### config.mk
export PLATFORM = sky130hd
export DESIGN_NAME = q16md_div_cell
export DESIGN_NICKNAME = d
export VERILOG_FILES = /design/src/rtl/q16md_pkg.sv /design/src/rtl/q16md_div_cell.sv
export SDC_FILE = /design/constraint.sdc
export NUM_CORES = 1
export LEC_CHECK = 0
export ABC_AREA = 1
export ABC_CLOCK_PERIOD_IN_PS = 2300
export BUFFER_PORTS_ARGS = -buffer_cell sky130_fd_sc_hd__buf_2
export CAP_MARGIN = 20
export CORE_ASPECT_RATIO = 0.6
export CORE_MARGIN = 1.5
export CORE_UTILIZATION = 25
export CTS_BUF_LIST = sky130_fd_sc_hd__clkbuf_8
export DETAILED_ROUTE_END_ITERATION = 8
export PLACE_DENSITY = 0.44
export SYNTH_ARGS = -nofsm -noshare
export SYNTH_HDL_FRONTEND = slang
export SYNTH_SLANG_ARGS = --single-unit
### constraint.sdc
create_clock -name clk -period 2.3 [get_ports clk]
set_clock_uncertainty 0.15 [all_clocks]
set_input_delay 0.23 -clock clk [delete_from_list [all_inputs] [get_ports clk]]
set_output_delay 0.23 -clock clk [all_outputs]
set_load 0.1 [all_outputs]
### src/rtl/q16md_pkg.sv
package q16md_pkg;

  // request codes
  typedef enum logic [1:0] {
    OP_MUL = 2'd0,
    OP_DIV = 2'd1,
    OP_RAW = 2'd2,
    OP_NONE = 2'd3
  } op_t;

  localparam int unsigned DIV_BITS = 64;

  localparam logic [31:0] SAT_MAX = 32'h7FFF_FFFF;
  localparam logic [31:0] SAT_MIN = 32'h8000_0000;

  // what one divider cell hands to the next
  typedef struct packed {
    logic        vld;
    op_t         op;
    logic [127:0] rq;   // partial remainder : numerator / quotient bits
    logic [63:0] den;   // divisor magnitude
    logic        qneg;  // signs differ
    logic        nneg;  // numerator negative
    logic        dz;    // zero divisor
  } div_cell_t;

endpackage

### src/rtl/q16md_div_cell.sv
module q16md_div_cell (
  input  logic                 clk,
  input  logic                 rst,
  input  logic                 en,
  input  q16md_pkg::div_cell_t din,
  output q16md_pkg::div_cell_t dout
);
  import q16md_pkg::*;

  logic [63:0] part;
  logic [64:0] diff;
  div_cell_t   nxt;

  // one restoring step: shift in next numerator bit, subtract if it fits
  always_comb begin
    part = din.rq[126:63];
    diff = {1'b0, part} - {1'b0, din.den};
    nxt = din;
    if (!diff[64]) begin
      nxt.rq = {diff[63:0], din.rq[62:0], 1'b1};
    end else begin
      nxt.rq = {part, din.rq[62:0], 1'b0};
    end
  end

  always_ff @(posedge clk) begin
    if (rst) begin
      dout.vld <= 1'b0;
    end else if (en) begin
      dout.vld <= din.vld;
    end
    if (en) begin
      dout.op   <= nxt.op;
      dout.rq   <= nxt.rq;
      dout.den  <= nxt.den;
      dout.qneg <= nxt.qneg;
      dout.nneg <= nxt.nneg;
      dout.dz   <= nxt.dz;
    end
  end
endmodule

==> impl_metrics.ini, run 1 <==
[clocking]
clk_pin_slew_worst_paths_ps = 110
insertion_delay_ps = 550
cts_root_buf = clkbuf_8
cts.sinks = 198
htree_levels = 4
cts_tree = built
clockBufferDepth = 2
cts_buffers = 17

[die]
initial_core_util = 0.2525
io-pin-count = 399
core.rowCount = 64
die-area_um2 = 52690
core_area_um2 = 50770
die_w_um = 295.3
die_y_um = 178.4

[synth]
synth-seq-cells = 198
netlist_area_um2 = 12820
synth.most_common_cell = nand2_1
ys_seq_area_frac = 0.4631
ys_types = 31
synthTopCellsByCount = nand2_1 (753), inv_1 (388), edfxtp_1 (197), nor2_1 (112), nand3_1 (73)
synth_area_per_cell_um2 = 7.346
synth_area_leader_cell = edfxtp_1
synth_top_area_share = 0.4615
synth-async-reset-ratio = 0
syn-instance-count = 1745
synth-main-ff-cell = edfxtp_1
syn_nets = 2011
synth_edf_count = 197
synth_area_leaders = edfxtp_1 (46%), nand2_1 (22%), inv_1 (11%)
synth_warnings = 0

[power_and_ir_drop]
combinationalPowerShare = 0.458
p_int_mw = 7.321
seqPwrFrac = 0.340
switching_share = 0.4466
p_leak_nw = 11.02
clockPowerShare = 0.201
total_power_mw = 13.23
p_sw_mw = 5.907
power.density_nw_per_um2 = 653.9
peakVddDrop_v = 0.0003926

[detailed_routing]
drtPass1Iterations = 5
drc_errors = 0
post_drt_wl_per_cell_um = 15.94
finalWirelength_um = 52940
postRouteAntennaNets = 0
wl_met3_um = 3321
via_count = 13540
avgViaCountPerCell = 4.076
wl_met2_um = 20370
drt-met1-wl_um = 28870
maxUsedRoutingLayer = met5
drt_iter0_drc = 813

[sta]
holdWs_ps = 51.37
hold_viol = 0
max_freq_mhz = 448.1
worstMarginPinSlew_ps = 511.4
slew_headroom = 0.6591
setup_violations = 0
min_period_ps = 2231
finalCritPeriodShare = 0.9702
setup_ws_ps = 68.53
drv_slew = 0
rsz0062_at_grt = yes

[setup_path]
slowest_delay_ps = 320
crit_buf_inv = 3
start_kind = primary input
path_max_fanout = 4
crit_chain = buf_2 > inv_1 > ha_1 > buf_4 > nand3_1 > nand2_1 > nand2_1 > nand2_1 > nand2_1 > nand3_1 > nand2_1 > nand4_1 > nand3_1 > nand2_1
critPathSlowestCell = ha_1
endpoint_kind = flop
worstPathRequired_ps = 2450
crit_type = primary input to flop
path_delay_family = simple AND/OR/NAND/NOR gates
cp.arrival_ps = 2380
cp_common_cell = nand2_1

[global_routing]
grtUsageTotal = 0.1988
grt_pass1_wl_um = 77180
grt_max_degree = 51
grt_pass1_vias = 13050
antenna_found_initial = 4
overflow = 0

[min_path]
hold_path.class = primary input to flop

[placed_design]
dp.final_hpwl_um = 42930
place_ws_ps = -558.1
gp_routability_congestion = 0.9233
placed_cell_area_um2 = 17720
portBuffers = 397

[finish]
largest_register_ffs = 198
drive_gt1_frac = 0.2788
regMostFlops = dout
n_antenna_cell = 0
syn_to_final_growth_pct = 57.83
nets = 2882
reg_top3 = dout (198)
post-route-util = 0.3985
final_area_um2 = 20230
fillers = 5450

[job]
drv_cap = 0

[run_status]
status = finished clean
through the flow:
| step | setup TNS, ps | instances |
|---|---|---|
| finish | 0 | 3322 |
| global route | -134.0 | 3322 |
| floorplan | 0 | 1745 |
| CTS | 0 | 3321 |
| global placement | -21640 | 3091 |
| detailed placement | -23930 | 3091 |
path summary, 6_finish.rpt:
kind / from / to / slack, ps / depth (start not counted)
setup / recovery: din[5] / dout[186] / 70 / 14
hold / removal: din[3] / dout[131] / 50 / 5
setup reg to reg: dout[197] / dout[197] / 1000 / 3
hold reg to reg: dout[197] / dout[197] / 910 / 3
final cells by class:
class                   count  area (µm²)  share of cell area
inverters                 398        1494             0.07384
repair buffers            865        6135              0.3032
clock buffers              17       234.0             0.01156
multi-input cells        1136        5354              0.2646
well taps                 693       867.1             0.04286
clock inverters            15       212.7             0.01051
flip-flops and latches    198        5936              0.2934
worst reg2reg max path: cells and delay by family (launching register included):
kind          cells  cell delay (ps)
buf+inv           1              540
flops             1              330
mux               1              130
simple gates      1               60
power by group through the flow:
stage	sequential, mW	clock [mW]	combinational [mW]
finish	4.50	2.67	6.06
floorplan	7.16	0	1.36
global route	4.54	2.88	6.47
CTS	4.51	2.76	6.04
detailed placement	4.59	0	5.77
global placement	4.59	0	5.76
what timing repair did:
| item | 4_1_cts | 5_1_grt |
|---|---|---|
| hold buffers | 198 | 0 |
| setup endpoints to repair | 0 | 44 |
| gates resized for setup | 0 | 14 |
| buffers inserted | 0 | 0 |
| hold endpoints to repair | 197 | 0 |
layout by cell type, fill, tap and decap left out, drive strengths merged:
master	n
a21o	1
a21oi	43
and2	1
buf	665
bufinv	5
clkbuf	19
clkinv	4
clkinvlp	1
dfxtp	1
dlygate4sd3	198
edfxtp	197
fa	1
ha	64
inv	403
mux2i	1
nand2	760
nand3	73
nand3b	8
nand4	11
nor2	118
nor3	16
nor4	2
o21ai	6
xnor2	1
xor2	30
routing by layer:
layer | vias to the layer above | global-route usage
met3 | 27 | 0.05034
li1 | 7044 | -
met4 | 8 | 0.02778
met5 | - | 0
met1 | 6159 | 0.3176
met2 | 301 | 0.2642
cell families after synthesis:
family,after synthesis,share of synthesized area
buffers and inverters,411,0.1239
adders and majority gates,65,0.06403
muxes,1,0.0007809
AOI/OAI and AO/OA,50,0.02001
xor gates and xnor gates,31,0.02118
and+or+nand+nor,989,0.3071
DFF,198,0.4631
(Power assumes the default switching activity.)
==> run 2, diff against run 1 <==
--- a/config.mk
+++ b/config.mk
@@ -5,7 +5,6 @@
 export SDC_FILE = /design/constraint.sdc
 export NUM_CORES = 1
 export LEC_CHECK = 0
-export ABC_AREA = 1
 export ABC_CLOCK_PERIOD_IN_PS = 2300
 export BUFFER_PORTS_ARGS = -buffer_cell sky130_fd_sc_hd__buf_2
 export CAP_MARGIN = 20
@@ -14,7 +13,7 @@
 export CORE_UTILIZATION = 25
 export CTS_BUF_LIST = sky130_fd_sc_hd__clkbuf_8
 export DETAILED_ROUTE_END_ITERATION = 8
-export PLACE_DENSITY = 0.44
+export PLACE_DENSITY = 0.46
 export SYNTH_ARGS = -nofsm -noshare
 export SYNTH_HDL_FRONTEND = slang
 export SYNTH_SLANG_ARGS = --single-unit
==> run 2 against run 1 <==
  * The flow now finishes with violations (negative hold slack, negative setup slack)
  * Total power down 0.83%
  * Final cell count down 26%
  * Non-clock buffer count up 41
  * Die area down 16%
==> impl_metrics.ini, run 2 <==
[job]
drv_cap = 0

[die]
die_w_um = 270.2
initial_core_util = 0.2545
core_area_um2 = 42090
die_y_um = 163.3
core.rowCount = 58
die-area_um2 = 44130
io-pin-count = 399

[clocking]
cts_tree = built
cts.sinks = 198
cts_buffers = 17
insertion_delay_ps = 530
cts_root_buf = clkbuf_8
clockBufferDepth = 2
ctsHoldBuffers = 195
htree_levels = 4
clk_pin_slew_worst_paths_ps = 110

[synth]
ys_types = 58
ys_seq_area_frac = 0.5542
synth_area_per_cell_um2 = 11.00
synth_top_area_share = 0.5523
syn-instance-count = 974
synth-main-ff-cell = edfxtp_1
synth-seq-cells = 198
synth.most_common_cell = edfxtp_1
syn_nets = 1240
synthTopCellsByCount = edfxtp_1 (197), a21oi_1 (127), nor2_1 (85), inv_1 (81), nand2_1 (70)
synth_area_leader_cell = edfxtp_1
synth-async-reset-ratio = 0
synth_area_leaders = edfxtp_1 (55%), ha_1 (7.5%), a21oi_1 (5.9%)
netlist_area_um2 = 10710
synth_warnings = 0
synth_edf_count = 197

[finish]
stdcell_count = 2442
reg_top3 = dout (198)
final_cell_mix = buf_2 (392), buf_4 (282), edfxtp_1 (197)
largest_register_ffs = 198
regMostFlops = dout
multi_input_area_um2 = 5095
mostFrequentLayoutCell = buf_2
drive_gt1_frac = 0.4840
final_area_um2 = 19140
n_antenna_cell = 0
nets = 2125
seq_area_um2 = 5936
post-route-util = 0.4547
syn_to_final_growth_pct = 78.69
fillers = 4076

[global_routing]
overflow = 0
antenna_found_initial = 2
grt_pass1_vias = 10890
grt_pass1_wl_um = 62070
grtUsageTotal = 0.1839
grt_max_degree = 39

[placed_design]
gp_routability_congestion = 0.8527
portBuffers = 397
placed_cell_area_um2 = 15530
dp_cells = 2186
place_ws_ps = -1199
dp.final_hpwl_um = 30760

[detailed_routing]
postRouteAntennaNets = 0
avgViaCountPerCell = 4.418
post_drt_wl_per_cell_um = 17.06
drt_iter0_drc = 586
via_count = 10790
drc_errors = 0
finalWirelength_um = 41650
drtPass1Iterations = 5

[sta]
setup_tns_ps = -23070
min_period_ps = 2738
rsz0062_at_grt = yes
finalCritPeriodShare = 1.190
worstMarginPinSlew_ps = 545.1
slew_headroom = 0.6391
hold_viol = 2
setup_ws_ps = -437.7
max_freq_mhz = 365.3
drv_slew = 0
setup_violations = 65
holdWs_ps = -251.8

[setup_path]
r2r_cells = 3
rr_endpoint = dout[197]
endpoint = dout[134]
path_max_fanout = 8
rrSetupSlack_ps = 980
worstPathRequired_ps = 2420
start_kind = primary input
critPathLaunch = din[130]
r2r_start = dout[197]
endpoint_kind = flop
cp.arrival_ps = 2860
crit_type = primary input to flop

[power_and_ir_drop]
power.density_nw_per_um2 = 685.5
peakVddDrop_v = 0.0003223
p_leak_nw = 8.548

[run_status]
violations = negative hold slack, negative setup slack
status = finished with violations

[min_path]
hold_depth = 1
hold_path.class = primary input to flop
## run 2: cell types whose count changed after synthesis, moves of 11 or more
cell,before,now
nand2_1,753,70
inv_1,388,81
a21oi_1,42,127
nand3_1,73,10
o21ai_0,5,47
xnor2_1,1,30
nor2_1,112,85
clkbuf_1,0,26
a21o_1,1,26
mux2_2,0,15
a31oi_1,0,11
nand4_1,11,22
## run 2: through the flow
stage	hold WS [ps]	total power, mW
after detailed placement	240.5	10.00
final	-251.8	13.12
after floorplan	152.4	8.364
after CTS	-297.7	13.08
after global placement	239.1	9.991
after global routing	-298.5	13.68
## run 2: cell families (layout without fill, tap and decap cells)
| kind of cell | Yosys count | after routing | synth area share |
|---|---|---|---|
| buffers and inverters | 121 | 1019 | 0.04719 |
| xor gates and xnor gates | 61 | 61 | 0.04988 |
| AOI/OAI and AO/OA | 277 | 277 | 0.1549 |
| adders and majority gates | 65 | 65 | 0.07664 |
| and+or+nand+nor | 236 | 236 | 0.1005 |
| DFF | 198 | 198 | 0.5542 |
| muxes | 16 | 16 | 0.01671 |
## run 2: repair_timing
item	in CTS	in global routing
hold endpoints to repair	225	2
cloned	5	2
pin swaps	14	12
setup buffers	12	12
endpoints found under the setup margin	65	65
gates resized for setup	128	79
## run 2: final cells by class
type                    instances  share of cell area
clock buffers                  17             0.01223
clock inverters                15            0.009480
inverters                      81             0.01628
multi-input cells             655              0.2662
flip-flops and latches        198              0.3101
well taps                     570             0.03726
repair buffers                906              0.3484
## run 2: worst min path at each step
stage                endpoint  slack, ps    from
floorplan           dout[197]        150     rst
finish                dout[3]       -250  din[3]
CTS                   dout[3]       -300  din[3]
global placement    dout[197]        240     rst
global route          dout[3]       -300  din[3]
detailed placement  dout[197]        240     rst
## run 2: per-layer routing
layer	GRT usage	wire length, µm	up-vias
li1	-	-	5339
met1	0.2597	20350	5129
met2	0.2924	18770	292
met3	0.04234	2224	24
met4	0.02641	280	4
met5	0	23	-
## run 2: power breakdown
| group | leakage (nW) | internal [mW] | switching [mW] |
|---|---|---|---|
| sequential | 1.94 | 4.40 | 0.0922 |
| clock | 0.211 | 0.837 | 1.58 |
| combinational | 6.40 | 1.97 | 4.25 |
## run 2: critical path, cell delays in order
cell and delay, ps:
buf_8 90, inv_8 30, ha_4 150, fa_2 350
nand2b_4 150, a21o_1 190, a21oi_4 210, o31a_1 190
a22oi_2 110, a21oi_2 230, a31oi_4 130, o21ai_4 200
buf_12 150, buf_12 140, mux2_4 300
==> run 3, diff against run 2 <==
--- a/config.mk
+++ b/config.mk
@@ -5,15 +5,17 @@
 export SDC_FILE = /design/constraint.sdc
 export NUM_CORES = 1
 export LEC_CHECK = 0
+export ABC_AREA = 1
 export ABC_CLOCK_PERIOD_IN_PS = 2300
 export BUFFER_PORTS_ARGS = -buffer_cell sky130_fd_sc_hd__buf_2
 export CAP_MARGIN = 20
 export CORE_ASPECT_RATIO = 0.6
 export CORE_MARGIN = 1.5
-export CORE_UTILIZATION = 25
+export CORE_UTILIZATION = 42
 export CTS_BUF_LIST = sky130_fd_sc_hd__clkbuf_8
+export CTS_CLUSTER_SIZE = 20
 export DETAILED_ROUTE_END_ITERATION = 8
-export PLACE_DENSITY = 0.46
+export PLACE_DENSITY = 0.68
 export SYNTH_ARGS = -nofsm -noshare
 export SYNTH_HDL_FRONTEND = slang
 export SYNTH_SLANG_ARGS = --single-unit
==> run 3 against run 2 <==
  * Die area is 28% lower
  * Final cell count is 25% higher
  * Maximum frequency is 23% higher
  * Core utilization is 21 points higher
  * Sequential power hardly changed
  * Global-route usage is 13 points higher
  * Sequential share of layout area is 1.2 points lower
  * Critical path depth stayed put
  * The run now ends clean
  * Combinational power is 1% lower
==> impl_metrics.ini, run 3 (synthesis results as in run 1) <==
[run_status]
status = finished clean

[sta]
worstMarginPinSlew_ps = 517.6
setup_tns_ps = 0
min_period_ps = 2230
rsz0062_at_grt = yes
slew_headroom = 0.6549
drv_slew = 0
finalCritPeriodShare = 0.9695
holdWs_ps = 81.71
hold_viol = 0
setup_violations = 0
max_freq_mhz = 448.4

[setup_path]
cp.arrival_ps = 2340
crit_type = primary input to flop
start_kind = primary input
rrSetupSlack_ps = 990
endpoint_kind = flop
path_max_fanout = 4
worstPathRequired_ps = 2410

[detailed_routing]
post_drt_wl_per_cell_um = 16.23
avgViaCountPerCell = 4.606
drc_errors = 0
drt_iter0_drc = 1515
drtPass1Iterations = 6
via_count = 14060
postRouteAntennaNets = 0
finalWirelength_um = 49560

[die]
io-pin-count = 399
die-area_um2 = 31610
core_area_um2 = 29980
die_y_um = 138.3
core.rowCount = 49
initial_core_util = 0.4276
die_w_um = 228.5

[global_routing]
grt_pass1_vias = 13540
grt_max_degree = 52
grtUsageTotal = 0.3160
overflow = 0
grt_pass1_wl_um = 76110
antenna_found_initial = 1

[min_path]
hold_path.class = primary input to flop

[finish]
fillers = 2641
nets = 2897
regMostFlops = dout
mostFrequentLayoutCell = nand2_1
largest_register_ffs = 198
final_cell_mix = nand2_1 (750), buf_2 (396), inv_1 (388)
syn_to_final_growth_pct = 55.24
reg_top3 = dout (198)
stdcell_count = 3053
drive_gt1_frac = 0.2825

[clocking]
cts_setup_buffers = 0
clk_pin_slew_worst_paths_ps = 100
clockBufferDepth = 2
htree_levels = 4
insertion_delay_ps = 510
cts_tree = built
cts.sinks = 198
cts_root_buf = clkbuf_8
cts_buffers = 17

[power_and_ir_drop]
peakVddDrop_v = 0.0005059
total_power_mw = 12.91
power.density_nw_per_um2 = 648.8
p_leak_nw = 11.03

[placed_design]
portBuffers = 397
dp.final_hpwl_um = 38730
gp_routability_congestion = 0.9910
dp_cells = 2823

[job]
drv_cap = 0
[run 3: worst max-delay path: stages]
cell and delay [ps]:
buf_2 90, inv_1 40, ha_1 350, nand2_1 120
buf_4 150, nor2_1 160, nand2_1 220, nor2_1 150
nand2_1 130, nand3_2 200, nand2_1 140, nand3_1 90
nand2_1 50, nand3_1 160, nand2_1 80
[run 3: area by class of cell]
type / instances / area, µm² / share of cell area
Timing Repair Buffer: 880 / 6252 / 0.3142
Sequential cell: 198 / 5936 / 0.2983
Multi-Input combinational cell: 1136 / 5328 / 0.2677
Inverter: 398 / 1494 / 0.07508
Tap cell: 408 / 510.5 / 0.02565
Clock buffer: 17 / 234.0 / 0.01176
Clock inverter: 15 / 142.6 / 0.007168
Antenna cell: 1 / 2.502 / 0.0001258
[run 3: routing by layer]
| metal | track usage | wire length (µm) |
|---|---|---|
| met1 | 0.4903 | 24330 |
| met2 | 0.4498 | 19990 |
| met3 | 0.07034 | 4684 |
| met4 | 0.05577 | 563 |
| met5 | 0 | 0 |
[run 3: where the power goes]
group,switching (mW),internal [mW]
Sequential,0.0996,4.40
Clock,1.40,0.878
Combinational,4.46,1.68
[run 3: worst paths after layout]
| kind | end | cells past startpoint | startpoint |
|---|---|---|---|
| min reg2reg | dout[197] | 3 | dout[197] |
| max reg2reg | dout[197] | 3 | dout[197] |
| min | dout[132] | 3 | din[131] |
| max | dout[184] | 15 | din[22] |
[run 3: timing repair]
action                                  4_1_cts  5_1_grt
endpoints found under the hold margin       196        0
resized for setup                             0        8
hold buffers                                197        0
endpoints found under the setup margin        0       45
[run 3: stage by stage]
stage	worst slack [ps]	utilization	area [µm²]
after global routing	-24.67	0.6637	19900
after global placement	-444.4	0.5843	17520
after floorplan	7.953	-	12820
after CTS	59.82	0.6627	19870
after detailed placement	-464.8	0.5843	17520
final	70.08	0.6637	19900
